<file path="config.mk">
export PLATFORM = sky130hd
export DESIGN_NAME = lgts_ctrl
export DESIGN_NICKNAME = d
export VERILOG_FILES = /design/src/hdl/lgts_pkg.sv /design/src/hdl/lgts_ctrl.sv
export SDC_FILE = /design/constraint.sdc
export NUM_CORES = 1
export LEC_CHECK = 0
export BUFFER_PORTS_ARGS = -buffer_cell sky130_fd_sc_hd__buf_2
export CAP_MARGIN = 5
export CORE_MARGIN = 2
export CORE_UTILIZATION = 38
export CTS_CLUSTER_SIZE = 40
export DETAILED_ROUTE_END_ITERATION = 7
export GPL_ROUTABILITY_DRIVEN = 1
export HOLD_SLACK_MARGIN = 0.1
export SYNTH_ARGS = -nofsm -noshare
export SYNTH_HDL_FRONTEND = slang
export SYNTH_SLANG_ARGS = --single-unit
</file>
<file path="constraint.sdc">
create_clock -name clk -period 1.7 [get_ports clk]
set_input_delay 0.17 -clock clk [delete_from_list [all_inputs] [get_ports clk]]
set_output_delay 0.17 -clock clk [all_outputs]
set_load 0.01 [all_outputs]
</file>
<file path="src/hdl/lgts_pkg.sv">
// Shared types, codes and defaults of the LDA Gibbs token sampler.
`default_nettype none

package lgts_pkg;

  // Parameter defaults
  localparam int DEF_MAX_TOPICS = 64;
  localparam int DEF_MAX_VOCAB  = 4096;
  localparam int DEF_COUNT_BITS = 32;

  // Fixed field widths
  localparam int WEIGHT_BITS = 48;
  localparam int CFG_DATA_W  = 24;
  localparam int CFG_IDX_W   = 2;

  // Configuration register indexes
  localparam logic [CFG_IDX_W-1:0] CFG_TOPICS = 2'd0;
  localparam logic [CFG_IDX_W-1:0] CFG_VOCAB  = 2'd1;
  localparam logic [CFG_IDX_W-1:0] CFG_ALPHA  = 2'd2;
  localparam logic [CFG_IDX_W-1:0] CFG_BETA   = 2'd3;

  // Configuration reset values
  localparam logic [6:0]  RST_TOPICS = 7'd64;
  localparam logic [12:0] RST_VOCAB  = 13'd4096;
  localparam logic [23:0] RST_ALPHA  = 24'd65536;
  localparam logic [23:0] RST_BETA   = 24'd6554;

  typedef enum logic [2:0] {
    CMD_SAMPLE   = 3'd0,
    CMD_WR_DOC   = 3'd1,
    CMD_WR_WORD  = 3'd2,
    CMD_WR_TOTAL = 3'd3,
    CMD_RD_DOC   = 3'd4,
    CMD_RD_WORD  = 3'd5,
    CMD_RD_TOTAL = 3'd6,
    CMD_UNUSED   = 3'd7
  } cmd_t;

  typedef enum logic [1:0] {
    ERR_OK    = 2'd0,
    ERR_WORD  = 2'd1,
    ERR_TOPIC = 2'd2
  } err_t;

  // Datapath operations issued by the controller
  typedef enum logic [4:0] {
    DP_NOP,
    DP_LATCH,
    DP_CHECK,
    DP_TBL_WR,
    DP_TBL_RD,
    DP_TBL_RDATA,
    DP_RM_RD,
    DP_RM_WR,
    DP_K_RD,
    DP_FACT,
    DP_MUL,
    DP_DIV_INIT,
    DP_DIV_STEP,
    DP_WSTORE,
    DP_TMUL,
    DP_THRSET,
    DP_SCAN_RD,
    DP_SCAN_CHK,
    DP_ADD_RD,
    DP_ADD_WR
  } dp_op_t;

  typedef struct packed {
    dp_op_t     op;
    logic [2:0] step;
  } dp_cmd_t;

  typedef struct packed {
    err_t err;
    logic is_sample;
    logic is_write;
    logic is_read;
    logic has_old;
    logic k_last;
    logic div_skip;
    logic div_last;
    logic scan_hit;
  } dp_status_t;

endpackage

`default_nettype wire

</file>
<file path="src/hdl/lgts_ctrl.sv">
// Controller state machine of the LDA Gibbs token sampler.
`default_nettype none

module lgts_ctrl (
  input  wire logic                   clk,
  input  wire logic                   rst_n,
  input  wire logic                   start,
  input  wire lgts_pkg::dp_status_t   status,
  output lgts_pkg::dp_cmd_t           dp_cmd,
  output logic                        busy,
  output logic                        done
);

  import lgts_pkg::*;

  typedef enum logic [4:0] {
    S_IDLE,
    S_CHECK,
    S_TBL_WR,
    S_TBL_RD,
    S_TBL_RDATA,
    S_RM_RD,
    S_RM_WR,
    S_K_RD,
    S_FACT,
    S_MUL,
    S_DIV_INIT,
    S_DIV_STEP,
    S_WSTORE,
    S_TMUL,
    S_THRSET,
    S_SCAN_RD,
    S_SCAN_CHK,
    S_ADD_RD,
    S_ADD_WR
  } state_t;

  state_t     state_r, state_nxt;
  logic [2:0] mstep_r, mstep_nxt;
  logic       busy_r, busy_nxt;
  logic       done_r, done_nxt;
  dp_op_t     op;

  // Next state and datapath command
  always_comb begin
    state_nxt = state_r;
    mstep_nxt = mstep_r;
    busy_nxt  = busy_r;
    done_nxt  = 1'b0;
    op        = DP_NOP;
    case (state_r)
      S_IDLE: begin
        if (start) begin
          op        = DP_LATCH;
          state_nxt = S_CHECK;
          busy_nxt  = 1'b1;
        end
      end
      S_CHECK: begin
        op = DP_CHECK;
        if (status.err != ERR_OK) begin
          state_nxt = S_IDLE;
          busy_nxt  = 1'b0;
          done_nxt  = 1'b1;
        end else if (status.is_write) begin
          state_nxt = S_TBL_WR;
        end else if (status.is_read) begin
          state_nxt = S_TBL_RD;
        end else if (status.is_sample) begin
          state_nxt = status.has_old ? S_RM_RD : S_K_RD;
        end else begin
          state_nxt = S_IDLE;
          busy_nxt  = 1'b0;
          done_nxt  = 1'b1;
        end
      end
      S_TBL_WR: begin
        op        = DP_TBL_WR;
        state_nxt = S_IDLE;
        busy_nxt  = 1'b0;
        done_nxt  = 1'b1;
      end
      S_TBL_RD: begin
        op        = DP_TBL_RD;
        state_nxt = S_TBL_RDATA;
      end
      S_TBL_RDATA: begin
        op        = DP_TBL_RDATA;
        state_nxt = S_IDLE;
        busy_nxt  = 1'b0;
        done_nxt  = 1'b1;
      end
      S_RM_RD: begin
        op        = DP_RM_RD;
        state_nxt = S_RM_WR;
      end
      S_RM_WR: begin
        op        = DP_RM_WR;
        state_nxt = S_K_RD;
      end
      S_K_RD: begin
        op        = DP_K_RD;
        state_nxt = S_FACT;
      end
      S_FACT: begin
        op        = DP_FACT;
        mstep_nxt = 3'd0;
        state_nxt = S_MUL;
      end
      S_MUL: begin
        op = DP_MUL;
        if (mstep_r == 3'd4) begin
          mstep_nxt = 3'd0;
          state_nxt = S_DIV_INIT;
        end else begin
          mstep_nxt = mstep_r + 3'd1;
        end
      end
      S_DIV_INIT: begin
        op        = DP_DIV_INIT;
        state_nxt = status.div_skip ? S_WSTORE : S_DIV_STEP;
      end
      S_DIV_STEP: begin
        op = DP_DIV_STEP;
        if (status.div_last) begin
          state_nxt = S_WSTORE;
        end
      end
      S_WSTORE: begin
        op = DP_WSTORE;
        if (status.k_last) begin
          mstep_nxt = 3'd0;
          state_nxt = S_TMUL;
        end else begin
          state_nxt = S_K_RD;
        end
      end
      S_TMUL: begin
        op = DP_TMUL;
        if (mstep_r == 3'd2) begin
          mstep_nxt = 3'd0;
          state_nxt = S_THRSET;
        end else begin
          mstep_nxt = mstep_r + 3'd1;
        end
      end
      S_THRSET: begin
        op        = DP_THRSET;
        state_nxt = S_SCAN_RD;
      end
      S_SCAN_RD: begin
        op        = DP_SCAN_RD;
        state_nxt = S_SCAN_CHK;
      end
      S_SCAN_CHK: begin
        op        = DP_SCAN_CHK;
        state_nxt = (status.scan_hit || status.k_last) ? S_ADD_RD : S_SCAN_RD;
      end
      S_ADD_RD: begin
        op        = DP_ADD_RD;
        state_nxt = S_ADD_WR;
      end
      S_ADD_WR: begin
        op        = DP_ADD_WR;
        state_nxt = S_IDLE;
        busy_nxt  = 1'b0;
        done_nxt  = 1'b1;
      end
      default: begin
        state_nxt = S_IDLE;
        busy_nxt  = 1'b0;
      end
    endcase
  end

  // Hold state and registered outputs
  always_ff @(posedge clk) begin
    if (!rst_n) begin
      state_r <= S_IDLE;
      mstep_r <= 3'd0;
      busy_r  <= 1'b0;
      done_r  <= 1'b0;
    end else begin
      state_r <= state_nxt;
      mstep_r <= mstep_nxt;
      busy_r  <= busy_nxt;
      done_r  <= done_nxt;
    end
  end

  assign dp_cmd.op   = op;
  assign dp_cmd.step = mstep_r;
  assign busy        = busy_r;
  assign done        = done_r;

endmodule

`default_nettype wire

</file>
==> flow_summary.json, run 1 <==
{
  "clk_path_buf_depth": 2,
  "worstSetupPathType": "reg2out",
  "fp.dieW_um": 53.4,
  "num_antenna_cells": 0,
  "hp-class": "in2reg",
  "critPathCaptureType": "output port",
  "grt_pass1_vias": 952,
  "place_ws_ns": 0.0752,
  "finalSetupViolCount": 0,
  "critPathMaxFanout": 7,
  "vias_per_cell": 5.72,
  "drc_errors": 0,
  "clock-sinks": 10,
  "hold_viol_final": 0,
  "drive_gt1_frac": 0.321,
  "dr.pass1.iters": 4,
  "grt_pass1_wl_um": 4310,
  "worstPathArrival_ns": 1.46,
  "gr-total-overflow": 0,
  "cts_made_buffers": 3,
  "status": "finished, final reports clean",
  "skew_ns": 0.00342,
  "drv_slew": 0,
  "instances_no_fill": 190,
  "cts_tree": "yes",
  "core_area_sq_um": 2250,
  "leakage_nw": 0.519,
  "n_fill_cell": 223,
  "areaGrowthSynthToFinish_pct": 27.9,
  "period_needed_ns": 1.63,
  "ys_top_cells_by_area": "dfxtp_1, nor2_1, a21oi_1",
  "synth_common_cells": "nor2_1, a21oi_1, dfxtp_1",
  "reg2reg_from": "state_r[3]",
  "dp_cells": 187,
  "ioPinCount": 23,
  "synth_top_area_cell": "dfxtp_1",
  "required_ns": 1.53,
  "clk_pin_slew_ns": 0.06,
  "fp-row-count": 17,
  "post-synth-top-count-cell": "nor2_1",
  "fin_util": 0.526,
  "place_area_sq_um": 1140,
  "crit_path_start": "state_r[2]",
  "total_power_mw": 0.528,
  "start_kind": "register",
  "r2r_cells": 6,
  "rrSetupSlack_ns": 0.09,
  "wl_um": 2670,
  "cap_violations": 0,
  "fmax_mhz": 614,
  "grt_max_degree": 12,
  "synth.ff_latch_count": 10,
  "syn_area_sq_um": 927,
  "first_iter_violations": 57,
  "synth_edf_count": 0,
  "worst_slew_pin_slew_ns": 0.396,
  "avgSynthCellArea_sq_um": 7.13,
  "cts_max_level": 1,
  "design_area_sq_um": 1190,
  "rsz0062_at_grt": "yes",
  "portBuffers": 22,
  "cp-endpoint": "dp_cmd[3]",
  "power.density_nw_per_um2": 445,
  "die_area_sq_um": 2850,
  "slew_headroom": 0.733,
  "ys_seq_area_frac": 0.216,
  "antenna_found_initial": 0,
  "track_usage": 0.208,
  "hpwlAfterDp_um": 2100,
  "wl_per_cell_um": 14.1,
  "die_y_um": 53.4,
  "synth_cells": 130,
  "synth_warnings": 0,
  "worst_slack_ns": 0.0709,
  "ir_drop_mv": 0.499,
  "synth_ff_type": "dfxtp_1",
  "r2r-end": "state_r[2]",
  "num-nets-final": 180,
  "clkLatencyLatePin_ns": 0.26,
  "synthDominantCellAreaShare": 0.216,
  "clockRootBuffer": "clkbuf_4",
  "whs_ns": 0.209,
  "routabilityCongestion": 0.925,
  "syn-num-nets": 146,
  "synthArstFlopShare": 0,
  "tns_ns": 0,
  "finalCritPeriodShare": 0.958,
  "dr_total_vias": 1087,
  "synth.distinct_cells": 46,
  "start_util": 0.411,
  "ant_nets": 0
}
[worst min-delay path by stage]
stage           from    endpoint  slack, ns  depth (start not counted)
2_1_floorplan  start        busy       0.32                          2
3_3_place_gp   start        busy       0.49                          3
3_5_place_dp   rst_n  state_r[0]       0.49                          3
4_1_cts        start        busy       0.21                          3
5_1_grt        rst_n  state_r[0]       0.21                          3
6_report       rst_n  state_r[0]       0.21                          3
[routing by layer]
layer  vias up  routed length [um]  GRT usage
li1        537                   -          -
met1       492                1080      0.282
met2        54                1320      0.323
met3         4                 240     0.0254
met4         0                  32     0.0940
met5         -                   0          0
[registers in the layout (all words and copies together), names as in the netlist]
name / count
busy: 1
mstep_r: 3
done: 1
state_r: 5
[critical path: stages (launching register included)]
cell	delay, ns
dfxtp_4	0.37
buf_4	0.16
or2_4	0.28
a221oi_2	0.24
buf_2	0.16
[where the power goes]
group	internal [mW]	switching, mW
registers	0.241	0.00944
logic	0.0583	0.0650
clock network	0.0814	0.0726
[cell families after synthesis]
logic type,share of synthesized area
AOI/OAI and AO/OA,0.300
xor gates and xnor gates,0.0189
adders and majority gates,0.0405
buffers and inverters,0.0837
DFF,0.216
muxes,0.0108
and+or+nand+nor,0.331
[timing repair]
action	in CTS	in global routing
resized for setup	3	6
pin swaps	0	1
endpoints found under the hold margin	0	0
setup endpoints to repair	1	6
gates cloned	0	0
hold buffers	0	0
buffers inserted	0	0
[layout make-up]
cell class	instances	area, sq um	share of cell area
multi-input combinational	105	668	0.563
timing repair buffer	38	230	0.194
clock buffer	3	22.5	0.0190
inverter	6	22.5	0.0190
tap	28	35.0	0.0295
sequential	10	208	0.175
[placed cells by master (no fill, tap or decap), types with 3 or more instances in the layout]
| cell type | Yosys | layout |
|---|---|---|
| inv_1 | 6 | 6 |
| nor3_2 | 1 | 3 |
| a21oi_1 | 10 | 10 |
| nand2_1 | 8 | 8 |
| clkbuf_4 | 0 | 3 |
| nor2_1 | 19 | 19 |
| buf_4 | 3 | 16 |
| nand3_1 | 4 | 4 |
| o22ai_1 | 4 | 4 |
| dfxtp_1 | 10 | 6 |
| buf_2 | 1 | 22 |
| nor3b_1 | 4 | 4 |
| o21ai_0 | 7 | 7 |
| ha_1 | 3 | 3 |
| nand2b_1 | 5 | 5 |
| nor2b_1 | 5 | 5 |
| dfxtp_2 | 0 | 3 |
No activity file was read; power rests on OpenSTA's default activity.
==> run 2, diff against run 1 <==
--- a/config.mk
+++ b/config.mk
@@ -5,6 +5,7 @@
 export SDC_FILE = /design/constraint.sdc
 export NUM_CORES = 1
 export LEC_CHECK = 0
+export ABC_AREA = 1
 export BUFFER_PORTS_ARGS = -buffer_cell sky130_fd_sc_hd__buf_2
 export CAP_MARGIN = 5
 export CORE_MARGIN = 2
==> flow_summary.json, run 2 <==
{
  "mostFrequentLayoutCells": "nand2_1, nor2_1, buf_2",
  "synth-compound-area-share": 0.135,
  "largest_reg_flops": 5,
  "fp-row-count": 18,
  "required_ns": 1.53,
  "drc_errors": 0,
  "synth.ff_latch_count": 10,
  "clk_pin_slew_ns": 0.07,
  "synth_top_family_by_area": "simple AND/OR/NAND/NOR gates",
  "ys_seq_area_frac": 0.207,
  "grt_pass1_wl_um": 5130,
  "avgSynthCellArea_sq_um": 5.52,
  "num_antenna_cells": 0,
  "synth_cells": 175,
  "fin_util": 0.597,
  "critPathCaptureType": "output port",
  "antenna_found_initial": 0,
  "vias_per_cell": 5.23,
  "gr-total-overflow": 0,
  "core_area_sq_um": 2430,
  "portBuffers": 22,
  "drive_gt1_frac": 0.390,
  "ioPinCount": 23,
  "synthSimpleGateAreaFrac": 0.518,
  "synth_top_area_cell": "dfxtp_1",
  "skew_ns": 0.000792,
  "reg_top3": "state_r x5, mstep_r x3",
  "drv_slew": 0,
  "ir_drop_mv": 0.413,
  "synth_warnings": 0,
  "clk_path_buf_depth": 2,
  "fmax_mhz": 584,
  "cap_violations": 0,
  "clockRootBuffer": "clkbuf_4",
  "mostFrequentLayoutCell": "nand2_1",
  "status": "complete, but fails checks",
  "die_y_um": 54.4,
  "whs_ns": 0.138,
  "synth_mux_area_frac": 0,
  "leakage_nw": 0.719,
  "dr.pass1.iters": 4,
  "syn-num-nets": 191,
  "finalCritPeriodShare": 1.01,
  "regMostFlops": "state_r",
  "wl_per_cell_um": 13.3,
  "clkLatencyLatePin_ns": 0.27,
  "cts_made_buffers": 3,
  "worstSetupPathType": "reg2out",
  "synthArstFlopShare": 0,
  "fp.dieW_um": 54.4,
  "yosys.area_share.adder": 0.0389,
  "period_needed_ns": 1.71,
  "areaGrowthSynthToFinish_pct": 50.4,
  "routabilityCongestion": 0.957,
  "violations": "setup timing",
  "die_area_sq_um": 2960,
  "critPathMaxFanout": 5,
  "syn_area_sq_um": 966,
  "first_iter_violations": 56,
  "synth_ff_type": "dfxtp_1",
  "hp-class": "in2reg",
  "synth.distinct_cells": 26,
  "slew_headroom": 0.791,
  "cts_tree": "yes",
  "synth_edf_count": 0,
  "clock-sinks": 10,
  "synth-xor-area-share": 0,
  "worst_slack_ns": -0.0109,
  "start_util": 0.397,
  "wl_um": 3240,
  "grt_pass1_vias": 1142,
  "rsz0062_at_grt": "yes",
  "hpwlAfterDp_um": 2320,
  "num-nets-final": 230,
  "synth_common_cells": "nand2_1, nor2_1, inv_1",
  "power.density_nw_per_um2": 425,
  "cts_max_level": 1,
  "grt_max_degree": 9,
  "finalSetupViolCount": 1,
  "ys_top_cells_by_area": "dfxtp_1, nand2_1, nor2_1",
  "worstPathArrival_ns": 1.54,
  "track_usage": 0.239,
  "synthDominantCellAreaShare": 0.207,
  "start_kind": "register",
  "hold_viol_final": 0,
  "ant_nets": 0,
  "tns_ns": -0.0109,
  "dr_total_vias": 1272,
  "postCtsHoldBufs": 0,
  "worst_slew_pin_slew_ns": 0.313,
  "post-synth-top-count-cell": "nand2_1"
}
-- run 2: worst max-delay path, cell delays in order, from the launching register on --
cell	delay, ns
dfxtp_4	0.41
inv_4	0.06
nand2_4	0.07
buf_6	0.10
nor2_4	0.04
nor4_2	0.28
nand4_1	0.15
buf_2	0.17
-- run 2: logic make-up after synthesis --
family,Yosys count
AND/OR/NAND/NOR,114
buffers and inverters,26
AO/OA/AOI/OAI,22
flip-flops,10
adder cells (fa/ha/maj),3
-- run 2: area by class of cell --
| class | count | area [sq um] |
|---|---|---|
| fill | 242 | 980 |
| multi-input combinational | 139 | 825 |
| timing repair buffer | 34 | 228 |
| sequential | 10 | 219 |
| inverter | 26 | 108 |
| tap | 30 | 37.5 |
| clock buffer | 4 | 36.3 |
-- run 2: metal layers --
layer / wire [um] / vias to the layer above / global-route usage
met5: 0 / - / 0
met4: 42 / 0 / 0.0458
met3: 217 / 6 / 0.0437
met1: 1390 / 577 / 0.317
li1: - / 639 / -
met2: 1590 / 50 / 0.404
-- run 2: what timing repair did --
action | in CTS | in global routing
resized for setup | 20 | 42
buffers inserted | 5 | 4
pin swaps | 6 | 13
setup endpoints to repair | 5 | 8
-- run 2: through the flow --
step / cell area [sq um] / worst slack (ns) / std cells / power, mW
6_report: 1450 / -0.0109 / 243 / 0.617
5_1_grt: 1450 / -0.0831 / 243 / 0.659
4_1_cts: 1260 / -0.0127 / 239 / 0.605
3_5_place_dp: 1140 / 0.0395 / 230 / 0.372
3_3_place_gp: 1140 / 0.115 / 230 / 0.371
2_1_floorplan: 966 / 0.368 / 175 / 0.328
-- run 2: worst paths after layout --
path                                  from         end  slack [ns]  cells past startpoint
worst max-delay path            state_r[0]   dp_cmd[4]       -0.01                      7
worst min-delay path                 rst_n        busy        0.14                      3
worst max register to register  state_r[4]  state_r[2]        0.18                      9
worst min register to register        busy        busy        0.50                      2
-- run 2: power by group --
group          internal (mW)  switching (mW)
clock network          0.130          0.0901
logic                 0.0605          0.0904
registers              0.236          0.0100
total                  0.427           0.191
